--- src/pwlc_pkg.sv ---
// ============================================================================
// pwlc_pkg
// Shared types and constants for the piecewise-linear curve evaluator.
// ============================================================================
package pwlc_pkg;

    localparam int MAX_POINTS = 16;
    localparam int IDX_W      = $clog2(MAX_POINTS);
    localparam int LEVEL_W    = 16;
    localparam int VALUE_W    = 32;
    localparam int SLOT_W     = 4;
    localparam int CFG_W      = 5;

    // Stream payload widths
    localparam int IN_FIELDS_W = SLOT_W + LEVEL_W + VALUE_W + LEVEL_W;
    localparam int IN_DATA_W   = ((IN_FIELDS_W + 7) / 8) * 8;
    localparam int OUT_DATA_W  = VALUE_W;
    localparam int IN_USER_W   = 1;
    localparam int OUT_USER_W  = 2;

    // Interpolation arithmetic
    localparam int DIFF_W    = VALUE_W + 1;
    localparam int DQ_W      = LEVEL_W + 1;
    localparam int PROD_W    = DIFF_W + DQ_W;
    localparam int DIV_W     = PROD_W - 2;
    localparam int DIV_STEPS = DIV_W / 2;
    localparam int DIVC_W    = $clog2(DIV_STEPS);

    localparam logic [VALUE_W-1:0] ONE_Q16 = 32'h0001_0000;

    typedef enum logic
    {
        CMD_WRITE = 1'b0,
        CMD_EVAL  = 1'b1
    } cmd_t;

    typedef enum logic [3:0]
    {
        ST_IDLE,
        ST_FIRST,
        ST_LAST,
        ST_SCAN,
        ST_MUL,
        ST_DIVINIT,
        ST_DIV,
        ST_FIN,
        ST_DONE
    } state_t;

    typedef enum logic [1:0]
    {
        RSEL_ZERO,
        RSEL_LAST,
        RSEL_NEXT
    } rd_sel_t;

    typedef enum logic [2:0]
    {
        RES_NONE,
        RES_DEFAULT,
        RES_CLAMP,
        RES_PREV,
        RES_LAST,
        RES_INTERP
    } res_sel_t;

    typedef struct packed
    {
        logic     mem_wr;
        logic     start;
        rd_sel_t  rd_sel;
        logic     idx_adv;
        logic     save_prev;
        logic     save_last;
        res_sel_t res_sel;
        logic     seg_load;
        logic     mul;
        logic     div_init;
        logic     div_step;
        logic     out_load;
    } ctl_cmd_t;

    typedef struct packed
    {
        logic n_zero;
        logic le_first;
        logic ge_last;
        logic seg_hit;
        logic seg_zero;
        logic at_last;
        logic div_last;
    } dp_status_t;

endpackage

--- src/pwlc_ctrl.sv ---
// ============================================================================
// pwlc_ctrl
// Sequencer for table writes, end checks, segment scan and division.
// ============================================================================
module pwlc_ctrl
(
    input  logic                clk,
    input  logic                rst_n,
    input  logic                s_valid,
    input  pwlc_pkg::cmd_t      s_cmd,
    output logic                s_ready,
    output logic                m_valid,
    input  logic                m_ready,
    input  pwlc_pkg::dp_status_t st,
    output pwlc_pkg::ctl_cmd_t  cmd
);
    import pwlc_pkg::*;

    state_t state_reg;
    state_t state_next;
    logic   out_valid_reg;
    logic   out_valid_next;

    always_ff @(posedge clk or negedge rst_n)
    begin
        if (!rst_n)
        begin
            state_reg     <= ST_IDLE;
            out_valid_reg <= 1'b0;
        end
        else
        begin
            state_reg     <= state_next;
            out_valid_reg <= out_valid_next;
        end
    end

    always_comb
    begin
        state_next = state_reg;
        cmd        = '0;
        cmd.rd_sel = RSEL_ZERO;
        cmd.res_sel = RES_NONE;
        s_ready    = 1'b0;

        unique case (state_reg)
            ST_IDLE:
            begin
                s_ready = 1'b1;
                if (s_valid)
                begin
                    if (s_cmd == CMD_WRITE)
                    begin
                        cmd.mem_wr = 1'b1;
                    end
                    else
                    begin
                        cmd.start = 1'b1;
                        if (st.n_zero)
                        begin
                            cmd.res_sel = RES_DEFAULT;
                            state_next  = ST_DONE;
                        end
                        else
                        begin
                            state_next = ST_FIRST;
                        end
                    end
                end
            end
            ST_FIRST:
            begin
                cmd.save_prev = 1'b1;
                cmd.rd_sel    = RSEL_LAST;
                if (st.le_first)
                begin
                    cmd.res_sel = RES_CLAMP;
                    state_next  = ST_DONE;
                end
                else
                begin
                    state_next = ST_LAST;
                end
            end
            ST_LAST:
            begin
                cmd.save_last = 1'b1;
                cmd.rd_sel    = RSEL_NEXT;
                if (st.ge_last)
                begin
                    cmd.res_sel = RES_CLAMP;
                    state_next  = ST_DONE;
                end
                else
                begin
                    cmd.idx_adv = 1'b1;
                    state_next  = ST_SCAN;
                end
            end
            ST_SCAN:
            begin
                cmd.rd_sel = RSEL_NEXT;
                if (st.seg_hit)
                begin
                    if (st.seg_zero)
                    begin
                        cmd.res_sel = RES_PREV;
                        state_next  = ST_DONE;
                    end
                    else
                    begin
                        cmd.seg_load = 1'b1;
                        state_next   = ST_MUL;
                    end
                end
                else if (st.at_last)
                begin
                    cmd.res_sel = RES_LAST;
                    state_next  = ST_DONE;
                end
                else
                begin
                    cmd.save_prev = 1'b1;
                    cmd.idx_adv   = 1'b1;
                end
            end
            ST_MUL:
            begin
                cmd.mul    = 1'b1;
                state_next = ST_DIVINIT;
            end
            ST_DIVINIT:
            begin
                cmd.div_init = 1'b1;
                state_next   = ST_DIV;
            end
            ST_DIV:
            begin
                cmd.div_step = 1'b1;
                if (st.div_last)
                begin
                    state_next = ST_FIN;
                end
            end
            ST_FIN:
            begin
                cmd.res_sel = RES_INTERP;
                state_next  = ST_DONE;
            end
            ST_DONE:
            begin
                if (!out_valid_reg || m_ready)
                begin
                    cmd.out_load = 1'b1;
                    state_next   = ST_IDLE;
                end
            end
            default:
            begin
                state_next = ST_IDLE;
            end
        endcase
    end

    always_comb
    begin
        out_valid_next = out_valid_reg;
        if (cmd.out_load)
        begin
            out_valid_next = 1'b1;
        end
        else if (m_ready)
        begin
            out_valid_next = 1'b0;
        end
    end

    assign m_valid = out_valid_reg;

endmodule

--- src/pwlc_dpath.sv ---
// ============================================================================
// pwlc_dpath
// Breakpoint table, segment compare, multiplier and radix-4 floor divider.
// ============================================================================
module pwlc_dpath
(
    input  logic                                   clk,
    input  logic                                   rst_n,
    input  logic                                   cfg_wr_en,
    input  logic [pwlc_pkg::CFG_W-1:0]             cfg_wr_data,
    input  logic [pwlc_pkg::SLOT_W-1:0]            point_index,
    input  logic signed [pwlc_pkg::LEVEL_W-1:0]    point_level,
    input  logic signed [pwlc_pkg::VALUE_W-1:0]    point_value,
    input  logic signed [pwlc_pkg::LEVEL_W-1:0]    query_level,
    input  pwlc_pkg::ctl_cmd_t                     cmd,
    output pwlc_pkg::dp_status_t                   st,
    output logic [pwlc_pkg::VALUE_W-1:0]           curve_value,
    output logic                                   used_default,
    output logic                                   clamped
);
    import pwlc_pkg::*;

    logic signed [LEVEL_W-1:0] lev_mem [MAX_POINTS];
    logic signed [VALUE_W-1:0] val_mem [MAX_POINTS];

    logic [CFG_W-1:0]          points_reg;
    logic [IDX_W-1:0]          idx_reg;
    logic [DIVC_W-1:0]         div_cnt_reg;

    logic signed [LEVEL_W-1:0] query_reg;
    logic signed [LEVEL_W-1:0] rd_lev_reg;
    logic signed [VALUE_W-1:0] rd_val_reg;
    logic signed [LEVEL_W-1:0] lo_reg;
    logic signed [VALUE_W-1:0] a_reg;
    logic signed [VALUE_W-1:0] last_val_reg;
    logic signed [DIFF_W-1:0]  diff_reg;
    logic signed [DQ_W-1:0]    dq_reg;
    logic [LEVEL_W-1:0]        den_reg;
    logic signed [PROD_W-1:0]  prod_reg;
    logic                      neg_reg;
    logic [DIV_W-1:0]          div_sh_reg;
    logic [LEVEL_W-1:0]        rem_reg;
    logic [VALUE_W-1:0]        res_val_reg;
    logic                      res_dflt_reg;
    logic                      res_clamp_reg;
    logic [VALUE_W-1:0]        out_val_reg;
    logic                      out_dflt_reg;
    logic                      out_clamp_reg;

    logic [31:0]               slot_ext;
    logic [31:0]               n_ext;
    logic [31:0]               last_ext;
    logic [IDX_W-1:0]          last_idx;
    logic [IDX_W-1:0]          rd_addr;
    logic [IDX_W-1:0]          idx_inc;
    logic signed [DQ_W-1:0]    den_wide;
    logic [PROD_W-1:0]         nn;
    logic [LEVEL_W:0]          t1;
    logic [LEVEL_W:0]          t2;
    logic                      ge1;
    logic                      ge2;
    logic [LEVEL_W-1:0]        r1;
    logic [LEVEL_W-1:0]        r2;
    logic [DIV_W-1:0]          sh1;
    logic [DIV_W-1:0]          sh2;
    logic [DIV_W-1:0]          fq;

    // Clip the configured count to the table depth
    always_comb
    begin
        slot_ext = 32'(point_index);
        n_ext    = 32'(points_reg);
        if (n_ext > 32'(MAX_POINTS))
        begin
            n_ext = 32'(MAX_POINTS);
        end
        last_ext = n_ext - 32'd1;
        last_idx = last_ext[IDX_W-1:0];
        idx_inc  = idx_reg + IDX_W'(1);
    end

    always_comb
    begin
        unique case (cmd.rd_sel)
            RSEL_ZERO: rd_addr = '0;
            RSEL_LAST: rd_addr = last_idx;
            RSEL_NEXT: rd_addr = idx_inc;
            default:   rd_addr = '0;
        endcase
    end

    always_ff @(posedge clk)
    begin
        if (cmd.mem_wr && (slot_ext < 32'(MAX_POINTS)))
        begin
            lev_mem[slot_ext[IDX_W-1:0]] <= point_level;
            val_mem[slot_ext[IDX_W-1:0]] <= point_value;
        end
        rd_lev_reg <= lev_mem[rd_addr];
        rd_val_reg <= val_mem[rd_addr];
    end

    // Status for the sequencer
    assign den_wide    = DQ_W'(rd_lev_reg) - DQ_W'(lo_reg);
    assign st.n_zero   = (points_reg == '0);
    assign st.le_first = (query_reg <= rd_lev_reg);
    assign st.ge_last  = (query_reg >= rd_lev_reg);
    assign st.seg_hit  = (query_reg >= lo_reg) && (query_reg <= rd_lev_reg);
    assign st.seg_zero = (rd_lev_reg == lo_reg);
    assign st.at_last  = (idx_reg == last_idx);
    assign st.div_last = (div_cnt_reg == DIVC_W'(DIV_STEPS - 1));

    // Two restoring steps per cycle
    always_comb
    begin
        t1  = {rem_reg, div_sh_reg[DIV_W-1]};
        ge1 = (t1 >= {1'b0, den_reg});
        r1  = ge1 ? LEVEL_W'(t1 - {1'b0, den_reg}) : t1[LEVEL_W-1:0];
        sh1 = {div_sh_reg[DIV_W-2:0], ge1};
        t2  = {r1, sh1[DIV_W-1]};
        ge2 = (t2 >= {1'b0, den_reg});
        r2  = ge2 ? LEVEL_W'(t2 - {1'b0, den_reg}) : t2[LEVEL_W-1:0];
        sh2 = {sh1[DIV_W-2:0], ge2};
    end

    // Negative products divide as ~num and come back as ~quotient: floor
    assign nn = prod_reg[PROD_W-1] ? ~prod_reg : prod_reg;
    assign fq = neg_reg ? ~div_sh_reg : div_sh_reg;

    always_ff @(posedge clk or negedge rst_n)
    begin
        if (!rst_n)
        begin
            points_reg  <= '0;
            idx_reg     <= '0;
            div_cnt_reg <= '0;
        end
        else
        begin
            if (cfg_wr_en)
            begin
                points_reg <= cfg_wr_data;
            end
            if (cmd.start)
            begin
                idx_reg <= '0;
            end
            else if (cmd.idx_adv)
            begin
                idx_reg <= idx_inc;
            end
            if (cmd.div_init)
            begin
                div_cnt_reg <= '0;
            end
            else if (cmd.div_step)
            begin
                div_cnt_reg <= div_cnt_reg + DIVC_W'(1);
            end
        end
    end

    always_ff @(posedge clk)
    begin
        if (cmd.start)
        begin
            query_reg <= query_level;
        end
        if (cmd.save_prev)
        begin
            lo_reg <= rd_lev_reg;
            a_reg  <= rd_val_reg;
        end
        if (cmd.save_last)
        begin
            last_val_reg <= rd_val_reg;
        end
        if (cmd.seg_load)
        begin
            diff_reg <= DIFF_W'(rd_val_reg) - DIFF_W'(a_reg);
            dq_reg   <= DQ_W'(query_reg) - DQ_W'(lo_reg);
            den_reg  <= den_wide[LEVEL_W-1:0];
        end
        if (cmd.mul)
        begin
            prod_reg <= diff_reg * dq_reg;
        end
        if (cmd.div_init)
        begin
            neg_reg    <= prod_reg[PROD_W-1];
            div_sh_reg <= nn[DIV_W-1:0];
            rem_reg    <= '0;
        end
        else if (cmd.div_step)
        begin
            div_sh_reg <= sh2;
            rem_reg    <= r2;
        end

        unique case (cmd.res_sel)
            RES_NONE:
            begin
            end
            RES_DEFAULT:
            begin
                res_val_reg   <= ONE_Q16;
                res_dflt_reg  <= 1'b1;
                res_clamp_reg <= 1'b0;
            end
            RES_CLAMP:
            begin
                res_val_reg   <= rd_val_reg;
                res_dflt_reg  <= 1'b0;
                res_clamp_reg <= 1'b1;
            end
            RES_PREV:
            begin
                res_val_reg   <= a_reg;
                res_dflt_reg  <= 1'b0;
                res_clamp_reg <= 1'b0;
            end
            RES_LAST:
            begin
                res_val_reg   <= last_val_reg;
                res_dflt_reg  <= 1'b0;
                res_clamp_reg <= 1'b0;
            end
            RES_INTERP:
            begin
                res_val_reg   <= a_reg + fq[VALUE_W-1:0];
                res_dflt_reg  <= 1'b0;
                res_clamp_reg <= 1'b0;
            end
            default:
            begin
            end
        endcase

        if (cmd.out_load)
        begin
            out_val_reg   <= res_val_reg;
            out_dflt_reg  <= res_dflt_reg;
            out_clamp_reg <= res_clamp_reg;
        end
    end

    assign curve_value  = out_val_reg;
    assign used_default = out_dflt_reg;
    assign clamped      = out_clamp_reg;

endmodule

--- src/piecewise_linear_curve_eval.sv ---
// A breakpoint write yields no result. An evaluation skips the scan and the divider
// on an empty table or when it clamps; when it interpolates it scans one segment
// per cycle (up to 15) and then runs the 2-bit-per-cycle divider.
// One item is in work at a time; the output register holds a finished result.
// Reset (rst_n, async, active low) clears the count and control; table is undefined.
// ============================================================================
// piecewise_linear_curve_eval
// Clamped piecewise-linear lookup over a table of Q15.16 breakpoints.
// ============================================================================
module piecewise_linear_curve_eval
(
    input  logic                                clk,
    input  logic                                rst_n,

    // Count of valid breakpoints
    input  logic                                cfg_wr_en,
    input  logic [pwlc_pkg::CFG_W-1:0]          cfg_wr_data,

    input  logic                                s_axis_tvalid,
    output logic                                s_axis_tready,
    // [3:0] point_index, [19:4] point_level, [51:20] point_value,
    // [67:52] query_level, [71:68] zero
    input  logic [pwlc_pkg::IN_DATA_W-1:0]      s_axis_tdata,
    // [0] command
    input  logic [pwlc_pkg::IN_USER_W-1:0]      s_axis_tuser,

    output logic                                m_axis_tvalid,
    input  logic                                m_axis_tready,
    // [31:0] curve_value
    output logic [pwlc_pkg::OUT_DATA_W-1:0]     m_axis_tdata,
    // [0] used_default, [1] clamped
    output logic [pwlc_pkg::OUT_USER_W-1:0]     m_axis_tuser
);
    import pwlc_pkg::*;

    localparam int LEVEL_LSB = SLOT_W;
    localparam int VALUE_LSB = LEVEL_LSB + LEVEL_W;
    localparam int QUERY_LSB = VALUE_LSB + VALUE_W;

    ctl_cmd_t                  cmd;
    dp_status_t                st;
    cmd_t                      s_cmd;
    logic [SLOT_W-1:0]         point_index;
    logic signed [LEVEL_W-1:0] point_level;
    logic signed [VALUE_W-1:0] point_value;
    logic signed [LEVEL_W-1:0] query_level;
    logic                      used_default;
    logic                      clamped;

    // Unpack the incoming transfer
    assign s_cmd       = cmd_t'(s_axis_tuser[0]);
    assign point_index = s_axis_tdata[LEVEL_LSB-1:0];
    assign point_level = s_axis_tdata[VALUE_LSB-1:LEVEL_LSB];
    assign point_value = s_axis_tdata[QUERY_LSB-1:VALUE_LSB];
    assign query_level = s_axis_tdata[QUERY_LSB+LEVEL_W-1:QUERY_LSB];

    // Sequencer: takes one item in idle, walks the table, drives the divider
    pwlc_ctrl u_ctrl
    (
        .clk     (clk),
        .rst_n   (rst_n),
        .s_valid (s_axis_tvalid),
        .s_cmd   (s_cmd),
        .s_ready (s_axis_tready),
        .m_valid (m_axis_tvalid),
        .m_ready (m_axis_tready),
        .st      (st),
        .cmd     (cmd)
    );

    // Table, compares, multiplier, divider and the output register
    pwlc_dpath u_dpath
    (
        .clk          (clk),
        .rst_n        (rst_n),
        .cfg_wr_en    (cfg_wr_en),
        .cfg_wr_data  (cfg_wr_data),
        .point_index  (point_index),
        .point_level  (point_level),
        .point_value  (point_value),
        .query_level  (query_level),
        .cmd          (cmd),
        .st           (st),
        .curve_value  (m_axis_tdata),
        .used_default (used_default),
        .clamped      (clamped)
    );

    // Pack the result flags
    assign m_axis_tuser = {clamped, used_default};

endmodule

--- config.mk ---
export PLATFORM = sky130hd
export DESIGN_NAME = piecewise_linear_curve_eval
export DESIGN_NICKNAME = d
export VERILOG_FILES = /design/src/pwlc_pkg.sv /design/src/pwlc_ctrl.sv /design/src/pwlc_dpath.sv /design/src/piecewise_linear_curve_eval.sv
export SDC_FILE = /design/constraint.sdc
export NUM_CORES = 2
export LEC_CHECK = 0
export ABC_AREA = 1
export BUFFER_PORTS_ARGS = -buffer_cell sky130_fd_sc_hd__clkbuf_2
export CORE_UTILIZATION = 38
export CTS_CLUSTER_DIAMETER = 150
export CTS_CLUSTER_SIZE = 24
export DETAILED_ROUTE_END_ITERATION = 12
export GPL_TIMING_DRIVEN = 0
export HOLD_SLACK_MARGIN = 0.15
export PLACE_DENSITY = 0.54
export SLEW_MARGIN = 20
export SYNTH_ARGS = -nofsm -noshare
export SYNTH_HDL_FRONTEND = slang
export SYNTH_HIERARCHICAL = 1
export SYNTH_SLANG_ARGS = --single-unit
--- constraint.sdc ---
create_clock -name clk -period 7.5 [get_ports clk]
set_clock_uncertainty 0.15 [all_clocks]
set_input_delay 2.25 -clock clk [delete_from_list [all_inputs] [get_ports clk]]
set_output_delay 2.25 -clock clk [all_outputs]
set_load 0.02 [all_outputs]
==> out/metrics.csv <==
stage,metric,value,unit
run_status,outcome,"finished, final reports clean",
worst_hold_path,Hold/Removal Path Class,flop to flop,
logic_synthesis,most frequent cells after synthesis,"inv_1, nand2_1, edfxtp_1",
logic_synthesis,Synth top area share,0.444,
die,DIE HEIGHT,444,um
logic_synthesis,syn nets,8424,
grt,largest net degree at the start of global routing,36,
grt,initial antenna violation count,15,
die,Ports,119,
die,# rows,161,
routing,Initial DRC Count,4856,
die,die area,0.197,sq mm
clocking,Worst-path clk slew,0.12,ns
clocking,total CTS buffers,55,
logic_synthesis,Yosys reg bits,1179,
logic_synthesis,Post-synth EDFFs,1096,
grt,first-pass GRT wire length,352000,um
timing,Slew headroom,0.218,
routing,Via density,5.21,
final_layout,share of post-route cells with drive strength above 1,0.0594,
logic_synthesis,Synth Warn #,6,
logic_synthesis,mapped cell area,0.0742,sq mm
timing,Hold WS,0.264,ns
final_layout,area of the multi-input gates,0.0323,sq mm
clocking,clk buf depth,3,
final_layout,Storage cell area,0.0347,sq mm
clocking,CTS tree,yes,
job,Max Cap Viol,0,
logic_synthesis,largest area contributor in the netlist,edfxtp_1,
final_layout,max FFs per register,512,
critical_path,WP data arrival,7.65,ns
timing,RSZ-0062 raised after global routing,true,
critical_path,Crit Path Class,flop to flop,
logic_synthesis,"Distinct cells, synth",58,
timing,Sum Neg Setup Slack,0,ns
routing,DRC viols,0,
logic_synthesis,sequential fraction of the synthesis area,0.467,
logic_synthesis,Post-synth top flop,edfxtp_1,
grt,residual overflow from global routing,0,
place,HPWL after DPL,187000,um
routing,DRT Wirelength,242000,um
timing,final worst slack,0.192,ns
timing,slew of the pin with the lowest slew margin,1.17,ns
routing,DR vias,53700,
logic_synthesis,Area contributors post-synth,"edfxtp_1, fa_1, inv_1, nand2_1, ha_1",
timing,fmax,0.137,GHz
die,die width,444,um
routing,drt wl/cell,23.5,um
clocking,Clock Latency Late Sink,0.74,ns
die,core area,0.193,sq mm
routing,drt first pass iters,7,
logic_synthesis,most frequent cell after synthesis,inv_1,
place,port bufs,113,
critical_path,CP max FO,10,
timing,Final setup viols,0,
logic_synthesis,Async SR Flop Fraction,0.0161,
critical_path,CP required,7.84,ns
place,DP Area,0.0791,sq mm
critical_path,crit end category,flop,
clocking,CTS Sinks,1179,
logic_synthesis,mean area per synthesized cell,9.85,sq um
clocking,Root Driver,clkbuf_16,
timing,hold violation count in the final report,0,
timing,crit share post-route,0.974,
die,Initial Util,0.384,
place,pre-CTS setup slack,-0.321,ns
final_layout,"Design Area, Final",0.0809,sq mm
final_layout,NumNets Final,8636,
routing,antenna-violating nets left,0,
clocking,htree depth,2,
critical_path,Startpoint Class,flop,
clocking,hold buffer count at CTS,0,
timing,Final min period,7.31,ns
place,routability cong.,0.955,
timing,max-slew violation count,0,
grt,vias in the first global route,53000,
final_layout,Area Overhead vs Synth,9.01,%
logic_synthesis,Mapped Cells,7534,
grt,total global-route track usage,0.243,
final_layout,Filler cells,18800,
## repair_timing
| action | in CTS | in global routing |
|---|---|---|
| gates cloned | 0 | 0 |
| resized for setup | 21 | 83 |
| setup buffers | 0 | 13 |
| endpoints found under the setup margin | 7 | 20 |
| pin swaps | 0 | 1 |
## layer usage
layer / GRT usage / vias up / wire length, um
li1: - / 24700 / -
met1: 0.323 / 26800 / 101000
met2: 0.411 / 1809 / 117000
met3: 0.0299 / 337 / 14900
met4: 0.0782 / 6 / 8690
met5: 0 / - / 40
## layout make-up
class,count,share of cell area
clock inverters,4,0.00105
repair buffers,175,0.0214
inverters,1557,0.0723
flip-flops and latches,1179,0.429
clock buffers,85,0.0189
well taps,2526,0.0391
plain buffers,320,0.0184
multi-input cells,4458,0.400
diodes,4,0.000124
## placed cells by master, fill, tap and decap left out, drive strengths merged, types with 121 or more instances in the layout
cell type and n:
a21oi 197, buf 170, clkbuf 410, edfxtp 1096, fa 542, ha 265
inv 1555, nand2 1429, nand3 479, nor2 295, o211ai 156, o21ai 585
xor2 121
## stage by stage
stage / std cells / util
floorplan: 7534 / -
global placement: 10200 / 0.403
detailed placement: 10200 / 0.409
CTS: 10300 / 0.418
global route: 10300 / 0.419
finish: 10300 / 0.419
## cell families (layout without fill, tap and decap cells)
| family | Yosys count | after routing | synth area share |
|---|---|---|---|
| simple gates | 2364 | 2364 | 0.135 |
| buf+inv | 1897 | 2141 | 0.0989 |
| flops | 1179 | 1179 | 0.467 |
| compound gates | 1070 | 1070 | 0.0825 |
| fa+ha+maj | 807 | 807 | 0.191 |
| other cells | 0 | 4 | 0 |
| xor+xnor | 217 | 217 | 0.0256 |
## critical path, cell delays in order (launching register included)
cell and delay [ns]:
edfxtp_1 0.47, clkbuf_1 0.43, clkbuf_1 0.63, nand2_1 0.19
fa_1 0.54, fa_1 0.53, fa_1 0.52, inv_1 0.06
fa_1 0.49, fa_1 0.50, inv_1 0.05, fa_1 0.52
inv_1 0.06, ha_1 0.38, nand2_1 0.13, nor2_1 0.16
inv_1 0.08, nor2_1 0.14, inv_1 0.10, nor4_1 0.46
nand3_1 0.19, nand3_1 0.18, xor2_1 0.08
## path summary, 6_finish.rpt
path | start | to | slack (ns) | cells past startpoint
max | u_dpath/diff_reg[21] | u_dpath/prod_reg[43] | 0.19 | 22
min | u_dpath/res_val_reg[7] | u_dpath/curve_value[7] | 0.26 | 0
max reg2reg | u_dpath/diff_reg[21] | u_dpath/prod_reg[43] | 0.19 | 22
min reg2reg | u_dpath/res_val_reg[7] | u_dpath/curve_value[7] | 0.26 | 0
max in group asynchronous | rst_n | u_ctrl/state_reg[2] | 5.39 | 1
min in group asynchronous | rst_n | u_dpath/div_cnt_reg[3] | 1.37 | 1
Power is not shown: default switching activity piles up to over one toggle a cycle in this logic, so the estimate is an artifact.
